===== config.mk =====
export PLATFORM = sky130hd
export DESIGN_NAME = xorshift128_range_rng_flat
export DESIGN_NICKNAME = d
export VERILOG_FILES = /design/src/design/xrr_pkg.sv /design/src/design/xrr_req_if.sv /design/src/design/xrr_rsp_if.sv /design/src/design/xrr_front.sv /design/src/design/xrr_queue.sv /design/src/design/xrr_divider.sv /design/src/design/xrr_back.sv /design/src/design/xorshift128_range_rng.sv /design/src/flat_wrapper.sv
export SDC_FILE = /design/constraint.sdc
export NUM_CORES = 1
export LEC_CHECK = 0
export BUFFER_PORTS_ARGS = -buffer_cell sky130_fd_sc_hd__buf_2
export CAP_MARGIN = 20
export CORE_ASPECT_RATIO = 1.2
export CORE_MARGIN = 4
export CORE_UTILIZATION = 40
export CTS_CLUSTER_DIAMETER = 150
export DETAILED_ROUTE_END_ITERATION = 6
export SYNTH_ARGS = -nofsm -noshare
export SYNTH_HDL_FRONTEND = slang
export SYNTH_SLANG_ARGS = --single-unit

===== constraint.sdc =====
create_clock -name clock -period 7.7 [get_ports clock]
set_input_delay 1.155 -clock clock [delete_from_list [all_inputs] [get_ports clock]]
set_output_delay 1.155 -clock clock [all_outputs]
set_load 0.02 [all_outputs]

===== src/design/xrr_pkg.sv =====
`timescale 1ns / 1ps
package xrr_pkg;

   localparam int WORD_W       = 32;
   localparam int RANGE_W      = 31;
   localparam int STATUS_W     = 2;
   localparam int CSR_INDEX_W  = 2;
   localparam int WARMUP_STEPS = 100;
   localparam int WARM_W       = $clog2(WARMUP_STEPS + 2);
   localparam int QUEUE_DEPTH  = 2;
   localparam int QPTR_W       = (QUEUE_DEPTH > 1) ? $clog2(QUEUE_DEPTH) : 1;
   localparam int QCNT_W       = $clog2(QUEUE_DEPTH + 1);
   localparam int DIV_CNT_W    = $clog2(WORD_W);

   localparam int SHIFT_X_LEFT  = 11;
   localparam int SHIFT_W_RIGHT = 19;
   localparam int SHIFT_T_RIGHT = 8;

   localparam logic [WORD_W-1:0] INIT_X = 32'd123456789;
   localparam logic [WORD_W-1:0] INIT_Y = 32'd362436069;
   localparam logic [WORD_W-1:0] INIT_Z = 32'd521288629;
   localparam logic [WORD_W-1:0] INIT_W = 32'd88675123;

   localparam logic [STATUS_W-1:0] STATUS_OK         = 2'd0;
   localparam logic [STATUS_W-1:0] STATUS_RANGE_ZERO = 2'd1;
   localparam logic [STATUS_W-1:0] STATUS_SEED_ZERO  = 2'd2;

   localparam logic [CSR_INDEX_W-1:0] CSR_SEED_A = 2'd0;
   localparam logic [CSR_INDEX_W-1:0] CSR_SEED_B = 2'd1;
   localparam logic [CSR_INDEX_W-1:0] CSR_SEED_C = 2'd2;
   localparam logic [CSR_INDEX_W-1:0] CSR_SEED_D = 2'd3;

   localparam logic KIND_DRAW   = 1'b0;
   localparam logic KIND_RESEED = 1'b1;

   typedef enum logic [1:0] {
      OP_DRAW       = 2'd0,
      OP_RANGE_ZERO = 2'd1,
      OP_RESEED     = 2'd2
   } op_type;

   typedef struct packed {
      op_type             op;
      logic [RANGE_W-1:0] range;
   } cmd_type;

   typedef struct packed {
      logic    valid;
      cmd_type cmd;
   } push_type;

   typedef struct packed {
      logic    valid;
      cmd_type cmd;
   } head_type;

   typedef struct packed {
      logic [WORD_W-1:0] x;
      logic [WORD_W-1:0] y;
      logic [WORD_W-1:0] z;
      logic [WORD_W-1:0] w;
   } gen_state_type;

   function automatic gen_state_type gen_step(input gen_state_type s);
      logic [WORD_W-1:0] t;
      gen_state_type     n;
      t   = s.x ^ (s.x << SHIFT_X_LEFT);
      n.x = s.y;
      n.y = s.z;
      n.z = s.w;
      n.w = (s.w ^ (s.w >> SHIFT_W_RIGHT)) ^ (t ^ (t >> SHIFT_T_RIGHT));
      return n;
   endfunction

endpackage


===== src/design/xrr_req_if.sv =====
`timescale 1ns / 1ps
interface xrr_req_if;
   import xrr_pkg::*;

   logic               valid;
   logic               ready;
   logic               kind;
   logic [RANGE_W-1:0] range;

   modport source (output valid, kind, range, input ready);
   modport sink (input valid, kind, range, output ready);
endinterface


===== src/design/xrr_rsp_if.sv =====
`timescale 1ns / 1ps
interface xrr_rsp_if;
   import xrr_pkg::*;

   logic                valid;
   logic                ready;
   logic [RANGE_W-1:0]  value;
   logic [STATUS_W-1:0] status;

   modport source (output valid, value, status, input ready);
   modport sink (input valid, value, status, output ready);
endinterface


===== src/design/xrr_front.sv =====
`timescale 1ns / 1ps
module xrr_front (
   xrr_req_if.sink           req_port,
   input  logic              queue_full,
   output xrr_pkg::push_type push
);
   import xrr_pkg::*;

   assign req_port.ready = !queue_full;

   always_comb begin
      push.valid     = req_port.valid && !queue_full;
      push.cmd.range = req_port.range;
      if (req_port.kind == KIND_RESEED) begin
         push.cmd.op = OP_RESEED;
      end else if (req_port.range == '0) begin
         push.cmd.op = OP_RANGE_ZERO;
      end else begin
         push.cmd.op = OP_DRAW;
      end
   end
endmodule


===== src/design/xrr_queue.sv =====
`timescale 1ns / 1ps
module xrr_queue (
   input  logic              clock,
   input  logic              reset,
   input  xrr_pkg::push_type push,
   output logic              full,
   output xrr_pkg::head_type head,
   input  logic              pop
);
   import xrr_pkg::*;

   cmd_type             entry_ff [QUEUE_DEPTH];
   logic [QPTR_W-1:0]   wr_ptr_ff, wr_ptr_in;
   logic [QPTR_W-1:0]   rd_ptr_ff, rd_ptr_in;
   logic [QCNT_W-1:0]   count_ff, count_in;
   logic                do_push, do_pop;

   function automatic logic [QPTR_W-1:0] ptr_next(input logic [QPTR_W-1:0] p);
      if (p == QPTR_W'(QUEUE_DEPTH - 1)) begin
         return '0;
      end
      return p + 1'b1;
   endfunction

   assign full       = (count_ff == QCNT_W'(QUEUE_DEPTH));
   assign head.valid = (count_ff != '0);
   assign head.cmd   = entry_ff[rd_ptr_ff];
   assign do_push    = push.valid && !full;
   assign do_pop     = pop && head.valid;

   always_comb begin
      wr_ptr_in = do_push ? ptr_next(wr_ptr_ff) : wr_ptr_ff;
      rd_ptr_in = do_pop ? ptr_next(rd_ptr_ff) : rd_ptr_ff;
      count_in  = count_ff;
      if (do_push && !do_pop) begin
         count_in = count_ff + 1'b1;
      end else if (do_pop && !do_push) begin
         count_in = count_ff - 1'b1;
      end
   end

   always_ff @(posedge clock) begin
      if (reset) begin
         wr_ptr_ff <= '0;
         rd_ptr_ff <= '0;
         count_ff  <= '0;
      end else begin
         wr_ptr_ff <= wr_ptr_in;
         rd_ptr_ff <= rd_ptr_in;
         count_ff  <= count_in;
      end
   end

   always_ff @(posedge clock) begin
      if (do_push) begin
         entry_ff[wr_ptr_ff] <= push.cmd;
      end
   end

`ifndef SYNTH
   a_count_bound: assert property (@(posedge clock) disable iff (reset)
      count_ff <= QCNT_W'(QUEUE_DEPTH))
      else $error("queue count beyond depth");
   a_no_push_full: assert property (@(posedge clock) disable iff (reset)
      push.valid |-> !full)
      else $error("push offered while queue full");
`endif
endmodule


===== src/design/xrr_divider.sv =====
`timescale 1ns / 1ps
module xrr_divider (
   input  logic                        clock,
   input  logic                        reset,
   input  logic                        start,
   input  logic [xrr_pkg::WORD_W-1:0]  dividend,
   input  logic [xrr_pkg::RANGE_W-1:0] divisor,
   output logic                        busy,
   output logic                        done,
   output logic [xrr_pkg::RANGE_W-1:0] remainder
);
   import xrr_pkg::*;

   logic                 busy_ff, busy_in;
   logic                 done_ff, done_in;
   logic [DIV_CNT_W-1:0] cnt_ff, cnt_in;
   logic [RANGE_W-1:0]   rem_ff, rem_in;
   logic [WORD_W-1:0]    dvd_ff, dvd_in;
   logic [RANGE_W-1:0]   dsr_ff, dsr_in;
   logic [WORD_W-1:0]    shifted;
   logic [WORD_W:0]      diff;

   assign busy      = busy_ff;
   assign done      = done_ff;
   assign remainder = rem_ff;

   // restoring division, one quotient bit per cycle; only the remainder is kept
   assign shifted = {rem_ff, dvd_ff[WORD_W-1]};
   assign diff    = {1'b0, shifted} - {2'b00, dsr_ff};

   always_comb begin
      busy_in = busy_ff;
      done_in = 1'b0;
      cnt_in  = cnt_ff;
      rem_in  = rem_ff;
      dvd_in  = dvd_ff;
      dsr_in  = dsr_ff;
      if (start) begin
         busy_in = 1'b1;
         cnt_in  = DIV_CNT_W'(WORD_W - 1);
         rem_in  = '0;
         dvd_in  = dividend;
         dsr_in  = divisor;
      end else if (busy_ff) begin
         rem_in = diff[WORD_W] ? shifted[RANGE_W-1:0] : diff[RANGE_W-1:0];
         dvd_in = {dvd_ff[WORD_W-2:0], 1'b0};
         cnt_in = cnt_ff - 1'b1;
         if (cnt_ff == '0) begin
            busy_in = 1'b0;
            done_in = 1'b1;
         end
      end
   end

   always_ff @(posedge clock) begin
      if (reset) begin
         busy_ff <= 1'b0;
         done_ff <= 1'b0;
         cnt_ff  <= '0;
      end else begin
         busy_ff <= busy_in;
         done_ff <= done_in;
         cnt_ff  <= cnt_in;
      end
   end

   always_ff @(posedge clock) begin
      rem_ff <= rem_in;
      dvd_ff <= dvd_in;
      dsr_ff <= dsr_in;
   end

`ifndef SYNTH
   a_start_idle: assert property (@(posedge clock) disable iff (reset)
      start |-> !busy_ff)
      else $error("divider started while busy");
   a_rem_below: assert property (@(posedge clock) disable iff (reset)
      done_ff |-> (rem_ff < dsr_ff))
      else $error("remainder not below divisor");
`endif
endmodule


===== src/design/xrr_back.sv =====
`timescale 1ns / 1ps
module xrr_back (
   input  logic                   clock,
   input  logic                   reset,
   input  xrr_pkg::head_type      head,
   output logic                   pop,
   input  xrr_pkg::gen_state_type seeds,
   xrr_rsp_if.source              rsp_port
);
   import xrr_pkg::*;

   typedef enum logic [5:0] {
      ST_IDLE = 6'b000001,
      ST_REST = 6'b000010,
      ST_STEP = 6'b000100,
      ST_MOD  = 6'b001000,
      ST_WARM = 6'b010000,
      ST_OUT  = 6'b100000
   } state_type;

   state_type           state_ff, state_in;
   gen_state_type       gen_ff, gen_in, gen_next;
   logic [RANGE_W-1:0]  range_ff, range_in;
   logic [RANGE_W-1:0]  rest_ff, rest_in;
   logic [WARM_W-1:0]   warm_ff, warm_in;
   logic [RANGE_W-1:0]  res_value_ff, res_value_in;
   logic [STATUS_W-1:0] res_status_ff, res_status_in;
   logic                rsp_valid_ff, rsp_valid_in;
   logic [RANGE_W-1:0]  rsp_value_ff, rsp_value_in;
   logic [STATUS_W-1:0] rsp_status_ff, rsp_status_in;
   logic                out_free;
   logic                div_start, div_busy, div_done;
   logic [WORD_W-1:0]   div_dividend;
   logic [RANGE_W-1:0]  div_divisor, div_rem;

   assign gen_next = gen_step(gen_ff);
   assign out_free = !rsp_valid_ff || rsp_port.ready;

   xrr_divider u_div (
      .clock     (clock),
      .reset     (reset),
      .start     (div_start),
      .dividend  (div_dividend),
      .divisor   (div_divisor),
      .busy      (div_busy),
      .done      (div_done),
      .remainder (div_rem)
   );

   always_comb begin
      state_in      = state_ff;
      gen_in        = gen_ff;
      range_in      = range_ff;
      rest_in       = rest_ff;
      warm_in       = warm_ff;
      res_value_in  = res_value_ff;
      res_status_in = res_status_ff;
      pop           = 1'b0;
      div_start     = 1'b0;
      div_dividend  = '1;
      div_divisor   = range_ff;
      case (state_ff)
         ST_IDLE: begin
            if (head.valid) begin
               pop           = 1'b1;
               res_value_in  = '0;
               res_status_in = STATUS_OK;
               case (head.cmd.op)
                  OP_DRAW: begin
                     // rest = 0xFFFFFFFF mod range
                     range_in    = head.cmd.range;
                     div_divisor = head.cmd.range;
                     div_start   = 1'b1;
                     state_in    = ST_REST;
                  end
                  OP_RESEED: begin
                     if ((seeds.x | seeds.y | seeds.z | seeds.w) == '0) begin
                        res_status_in = STATUS_SEED_ZERO;
                        state_in      = ST_OUT;
                     end else begin
                        gen_in   = seeds;
                        warm_in  = WARM_W'(WARMUP_STEPS);
                        state_in = ST_WARM;
                     end
                  end
                  default: begin
                     res_status_in = STATUS_RANGE_ZERO;
                     state_in      = ST_OUT;
                  end
               endcase
            end
         end
         ST_REST: begin
            if (div_done) begin
               rest_in  = div_rem;
               state_in = ST_STEP;
            end
         end
         ST_STEP: begin
            gen_in = gen_next;
            if (gen_next.w >= {1'b0, rest_ff}) begin
               div_dividend = gen_next.w;
               div_start    = 1'b1;
               state_in     = ST_MOD;
            end
         end
         ST_MOD: begin
            if (div_done) begin
               res_value_in = div_rem;
               state_in     = ST_OUT;
            end
         end
         ST_WARM: begin
            if (warm_ff == '0) begin
               state_in = ST_OUT;
            end else begin
               gen_in  = gen_next;
               warm_in = warm_ff - 1'b1;
            end
         end
         ST_OUT: begin
            if (out_free) begin
               state_in = ST_IDLE;
            end
         end
         default: begin
            state_in = ST_IDLE;
         end
      endcase
   end

   always_comb begin
      rsp_valid_in  = rsp_valid_ff && !rsp_port.ready;
      rsp_value_in  = rsp_value_ff;
      rsp_status_in = rsp_status_ff;
      if (state_ff == ST_OUT && out_free) begin
         rsp_valid_in  = 1'b1;
         rsp_value_in  = res_value_ff;
         rsp_status_in = res_status_ff;
      end
   end

   always_ff @(posedge clock) begin
      if (reset) begin
         state_ff     <= ST_IDLE;
         rsp_valid_ff <= 1'b0;
         warm_ff      <= '0;
         gen_ff       <= '{x: INIT_X, y: INIT_Y, z: INIT_Z, w: INIT_W};
      end else begin
         state_ff     <= state_in;
         rsp_valid_ff <= rsp_valid_in;
         warm_ff      <= warm_in;
         gen_ff       <= gen_in;
      end
   end

   always_ff @(posedge clock) begin
      range_ff      <= range_in;
      rest_ff       <= rest_in;
      res_value_ff  <= res_value_in;
      res_status_ff <= res_status_in;
      rsp_value_ff  <= rsp_value_in;
      rsp_status_ff <= rsp_status_in;
   end

   assign rsp_port.valid  = rsp_valid_ff;
   assign rsp_port.value  = rsp_value_ff;
   assign rsp_port.status = rsp_status_ff;

`ifndef SYNTH
   a_gen_nonzero: assert property (@(posedge clock) disable iff (reset)
      (state_ff == ST_STEP) |-> ((gen_ff.x | gen_ff.y | gen_ff.z | gen_ff.w) != '0))
      else $error("generator state went all zero");
   a_error_value_zero: assert property (@(posedge clock) disable iff (reset)
      (rsp_valid_ff && rsp_status_ff != STATUS_OK) |-> (rsp_value_ff == '0))
      else $error("error result carries nonzero value");
   a_div_wait: assert property (@(posedge clock) disable iff (reset)
      (state_ff == ST_MOD && !div_done) |-> div_busy)
      else $error("waiting on a divider that is not running");
`endif
endmodule


===== src/design/xorshift128_range_rng.sv =====
// Xorshift128 generator with uniform range reduction; one request is worked at a time.
// Draw: bit-serial rest = 0xFFFFFFFF mod range; words below rest rejected; word mod range.
// Reseed warms up from the seed words; range zero and all-zero seed reply with an error.
// A 2-entry request queue accepts until full while the back end works or a result waits.
// Synchronous active-high reset: seeds clear to 0, generator returns to its default words.
`timescale 1ns / 1ps
module xorshift128_range_rng (
   input  logic                            clock,
   input  logic                            reset,
   xrr_req_if.sink                         req_port,
   xrr_rsp_if.source                       rsp_port,
   input  logic                            csr_write_enable,
   input  logic [xrr_pkg::CSR_INDEX_W-1:0] csr_index,
   input  logic [xrr_pkg::WORD_W-1:0]      csr_write_data
);
   import xrr_pkg::*;

   gen_state_type seeds_ff, seeds_in;
   push_type      push;
   head_type      head;
   logic          queue_full;
   logic          pop;

   always_comb begin
      seeds_in = seeds_ff;
      if (csr_write_enable) begin
         case (csr_index)
            CSR_SEED_A: seeds_in.x = csr_write_data;
            CSR_SEED_B: seeds_in.y = csr_write_data;
            CSR_SEED_C: seeds_in.z = csr_write_data;
            CSR_SEED_D: seeds_in.w = csr_write_data;
            default: seeds_in = seeds_ff;
         endcase
      end
   end

   always_ff @(posedge clock) begin
      if (reset) begin
         seeds_ff <= '0;
      end else begin
         seeds_ff <= seeds_in;
      end
   end

   xrr_front u_front (
      .req_port   (req_port),
      .queue_full (queue_full),
      .push       (push)
   );

   xrr_queue u_queue (
      .clock (clock),
      .reset (reset),
      .push  (push),
      .full  (queue_full),
      .head  (head),
      .pop   (pop)
   );

   xrr_back u_back (
      .clock    (clock),
      .reset    (reset),
      .head     (head),
      .pop      (pop),
      .seeds    (seeds_ff),
      .rsp_port (rsp_port)
   );
endmodule

===== src/flat_wrapper.sv =====
// flat-port wrapper written by rule: the top's interface ports become plain ports
module xorshift128_range_rng_flat import xrr_pkg::*;
  (clock, reset, csr_write_enable, csr_index, csr_write_data, req_port_valid, req_port_kind, req_port_range, req_port_ready, rsp_port_valid, rsp_port_value, rsp_port_status, rsp_port_ready);
  xrr_req_if req_port_i ();
  xrr_rsp_if rsp_port_i ();
  input  logic clock;
  input  logic reset;
  input  logic csr_write_enable;
  input  logic [xrr_pkg::CSR_INDEX_W-1:0] csr_index;
  input  logic [xrr_pkg::WORD_W-1:0] csr_write_data;
  input wire logic [$bits(req_port_i.valid)-1:0] req_port_valid;
  input wire logic [$bits(req_port_i.kind)-1:0] req_port_kind;
  input wire logic [$bits(req_port_i.range)-1:0] req_port_range;
  output wire logic [$bits(req_port_i.ready)-1:0] req_port_ready;
  output wire logic [$bits(rsp_port_i.valid)-1:0] rsp_port_valid;
  output wire logic [$bits(rsp_port_i.value)-1:0] rsp_port_value;
  output wire logic [$bits(rsp_port_i.status)-1:0] rsp_port_status;
  input wire logic [$bits(rsp_port_i.ready)-1:0] rsp_port_ready;
  assign req_port_i.valid = req_port_valid;
  assign req_port_i.kind = req_port_kind;
  assign req_port_i.range = req_port_range;
  assign req_port_ready = req_port_i.ready;
  assign rsp_port_valid = rsp_port_i.valid;
  assign rsp_port_value = rsp_port_i.value;
  assign rsp_port_status = rsp_port_i.status;
  assign rsp_port_i.ready = rsp_port_ready;
  xorshift128_range_rng u_core (.clock(clock), .reset(reset), .req_port(req_port_i), .rsp_port(rsp_port_i), .csr_write_enable(csr_write_enable), .csr_index(csr_index), .csr_write_data(csr_write_data));
endmodule

==> results by group <==
CTS
  • Hold-fix buffers, CTS: 0
  • Num CTS Buffers: 58
  • CTS sink count: 570
  • Post-CTS repair timing setup buffer count: 0
  • TritonCTS clock tree: built
  • PostCTS Resize Cnt: 0
  • Clock Latency Late Sink: between 0.6 and 0.7 ns
  • Clock slew at reported path FFs: ~0.06 ns
  • Root buffer cell: clkbuf_16
  • H-tree levels: 2
  • Clock Tree Buf Depth: 3

STA
  • Final worst path period need: 4.46 ns
  • Max-slew violation count: 0
  • Max Clock Skew: 0.0477 ns
  • Tcrit/Tclk final: 57.9%
  • Final Setup Violations: 0
  • RSZ-0062 raised after global routing: no
  • Setup WS post-layout: around 3.2 ns
  • Worst Max-Slew Pin Slew: around 1.1 ns
  • Final-report hold violation count: 0
  • Slew Limit Headroom: between 20% and 30%
  • Fmax: approximately 220 MHz
  • Fin Setup TNS: 0 ns

Status
  • Status: finished clean

Critical path
  • Kind of critical path: reg -> reg
  • Critical Path RT: 8.23 ns
  • Critical path peak fanout: 40
  • Worst EP arrival: about 5.0 ns
  • Crit path capture type: flop
  • CP startpoint kind: flop

Final layout
  • Share of cells above drive strength 1: ~11%
  • Most common cell after layout, fill and taps aside: nand2_1
  • Area growth syn-to-layout: 12.8%
  • Multi-input gate area: 10900 um2
  • Fillers: about 6100
  • Final nets: ~2900
  • Most frequent cells in the layout: nand2_1 (618), dfxtp_1 (343), nor2_1 (227)
  • Antenna Cells: 0
  • Register area: 13700 um2

Pwr
  • VDD IR max: 0.231 mV
  • Pwr/cell area: between 300 and 400 nW/um2
  • Flop pwr share: 39.1%
  • Switching part of the total: between 30% and 40%
  • Int Pwr: around 0.0073 W
  • Comb pwr share: between 30% and 40%
  • LEAKAGE: ~10 nW
  • Power Total: between 0.01 and 0.015 W
  • Clock share of power: 26.3%
  • Net Switching: 0.00418 W

GRT
  • Initial antenna violation count: 0
  • GRT Residual Overflow: 0
  • Vias in the first global route: about 19000
  • First-pass GRT wire length: 111 mm
  • GRT Total Usage: slightly above 20%
  • Largest net degree at the start of global routing: approximately 210

Synthesis
  • Fraction of registers with async set/reset: 0%
  • Mapped Nets: approximately 2800
  • Synth Cell Area: approximately 25000 um2
  • Sequential fraction of the synthesis area: 53.6%
  • Yosys warns: 0
  • Syn Inst Count: 2699
  • Synth cell types: 76
  • Post-synth EDFFs: 226
  • Top FF cell, synth: dfxtp_1
  • Mapped Avg Cell Area: 9.44 um2
  • Yosys reg bits: 570

Die
  • Die H: about 280 um
  • # IOs: about 110
  • Initial Utilization: between 40 and 50%
  • Die X: around 240 um
  • Die ar.: 67800 um2
  • Core ar.: between 60000 and 70000 um2
  • Core Rows: between 100 and 150

Place
  • RD Place Congestion: approximately 0.94
  • I/O Buffers: roughly 110
  • Post-DP HPWL: about 50 mm
  • Pre-CTS setup slack: about 3.4 ns

Hold path
  • Worst Hold Class: reg -> reg

Drt
  • WL/cell: about 20 um
  • ANT nets after route: 0
  • Avg Vias per Cell: about 5.4
  • DR iter-0 viols: around 1400
  • Drc violations: 0
  • Routed vias: 19600
  • Drt total wl: between 70 and 80 mm
  • Iteration count of the initial detailed-routing pass: 6

Run
  • Max-Cap Viols: 0
==> through the flow <==
stage                     instances  util [%]  instance area (um2)  hold WS [ns]
after floorplan                2699         -                25500         0.400
after global placement         3489      42.1                26600         0.404
after detailed placement       3490      42.1                26600         0.407
after CTS                      3600      45.4                28700         0.400
after global routing           3603      45.5                28800         0.416
final                          3603      45.5                28800         0.406
==> logic make-up after synthesis <==
group           after synthesis  share of synthesized area [%]
buf+inv                     246                           4.09
flops                       570                           53.6
compound gates              540                           14.1
xor+xnor                    123                           4.29
simple gates               1113                           19.0
mux                          39                           1.53
fa+ha+maj                    68                           3.37
==> worst max-delay path, stage by stage, from the launching register on <==
cell       delay [ns]
dfxtp_1          0.37
xnor2_1          0.47
xnor2_1          0.15
xnor2_1          0.46
ha_1             0.35
nand4_1          0.13
nor2_1           0.06
a221oi_1         0.26
o21ai_0          0.20
o2111ai_1        0.24
nor2b_2          0.17
buf_4            0.35
inv_2            0.39
or4_1            0.58
o311ai_1         0.10
==> flip-flops by register name, indices dropped and copies added (netlist names), 2 cells and up, named ones only <==
signal / flops
u_core.seeds_ff: 128
u_core.u_back.gen_ff: 128
u_core.u_queue.entry_ff: 66
u_core.u_back.u_div.dvd_ff: 32
u_core.u_back.range_ff: 31
u_core.u_back.res_value_ff: 31
u_core.u_back.rest_ff: 31
u_core.u_back.rsp_port.value: 31
u_core.u_back.u_div.dsr_ff: 31
u_core.u_back.u_div.remainder: 31
u_core.u_back.warm_ff: 7
u_core.u_back.state_ff: 6
u_core.u_back.u_div.cnt_ff: 5
u_core.u_back.res_status_ff: 2
u_core.u_back.rsp_port.status: 2
u_core.u_queue.count_ff: 2
==> layer usage <==
| metal | GRT usage (%) | share of wire [%] |
|---|---|---|
| met1 | 26.1 | 41 |
| met2 | 35.0 | 49 |
| met3 | 2.82 | 5.2 |
| met4 | 8.84 | 4.9 |
| met5 | 0 | 0 |
==> power groups by stage <==
stage	sequential, W	clock, W	combinational, W
after floorplan	0.00433	0	0.00294
after global placement	0.00453	0	0.00385
after detailed placement	0.00454	0	0.00394
after CTS	0.00448	0.00307	0.00396
after global routing	0.00454	0.00319	0.00441
final	0.00448	0.00301	0.00398
==> Yosys cell counts (15+ instances only) <==
cell type,number,area share (%)
nand2_1,618,9.1
dfxtp_1,344,27
nor2_1,232,3.4
edfxtp_1,226,27
a21oi_1,218,4.3
xnor2_1,107,3.7
clkbuf_1,104,1.5
inv_1,84,1.2
o21ai_0,76,1.5
a31oi_1,75,1.8
ha_1,67,3.3
or2_1,49,1.2
nor4_1,47,1.2
mux2i_1,39,1.5
a311oi_2,38,2.2
and2_1,33,0.81
a311oi_1,29,1.0
buf_2,29,0.57
nand3_1,27,0.53
nand4_1,19,0.47
nand2b_1,18,0.44
a21o_1,17,0.50
nor3_1,15,0.29
xor2_1,15,0.52
==> final timing paths <==
path                                 endpoint  depth (start not counted)  slack [ns]                            from
min reg2reg  u_core.u_back.rsp_port.value[27]                          0        0.41  u_core.u_back.res_value_ff[27]
max reg2reg  u_core.u_back.u_div.remainder[0]                         14        3.24       u_core.u_back.gen_ff[106]
max          u_core.u_back.u_div.remainder[0]                         14        3.24       u_core.u_back.gen_ff[106]
min          u_core.u_back.rsp_port.value[27]                          0        0.41  u_core.u_back.res_value_ff[27]
==> final cells by class <==
cell class	instances	area share (%)
Clock inverter	20	1.01
Inverter	86	1.12
Tap cell	824	3.59
Multi-Input combinational cell	1883	37.7
Timing Repair Buffer	130	2.76
Sequential cell	570	47.6
Clock buffer	90	6.22
Power figures use the tool's default switching activity.
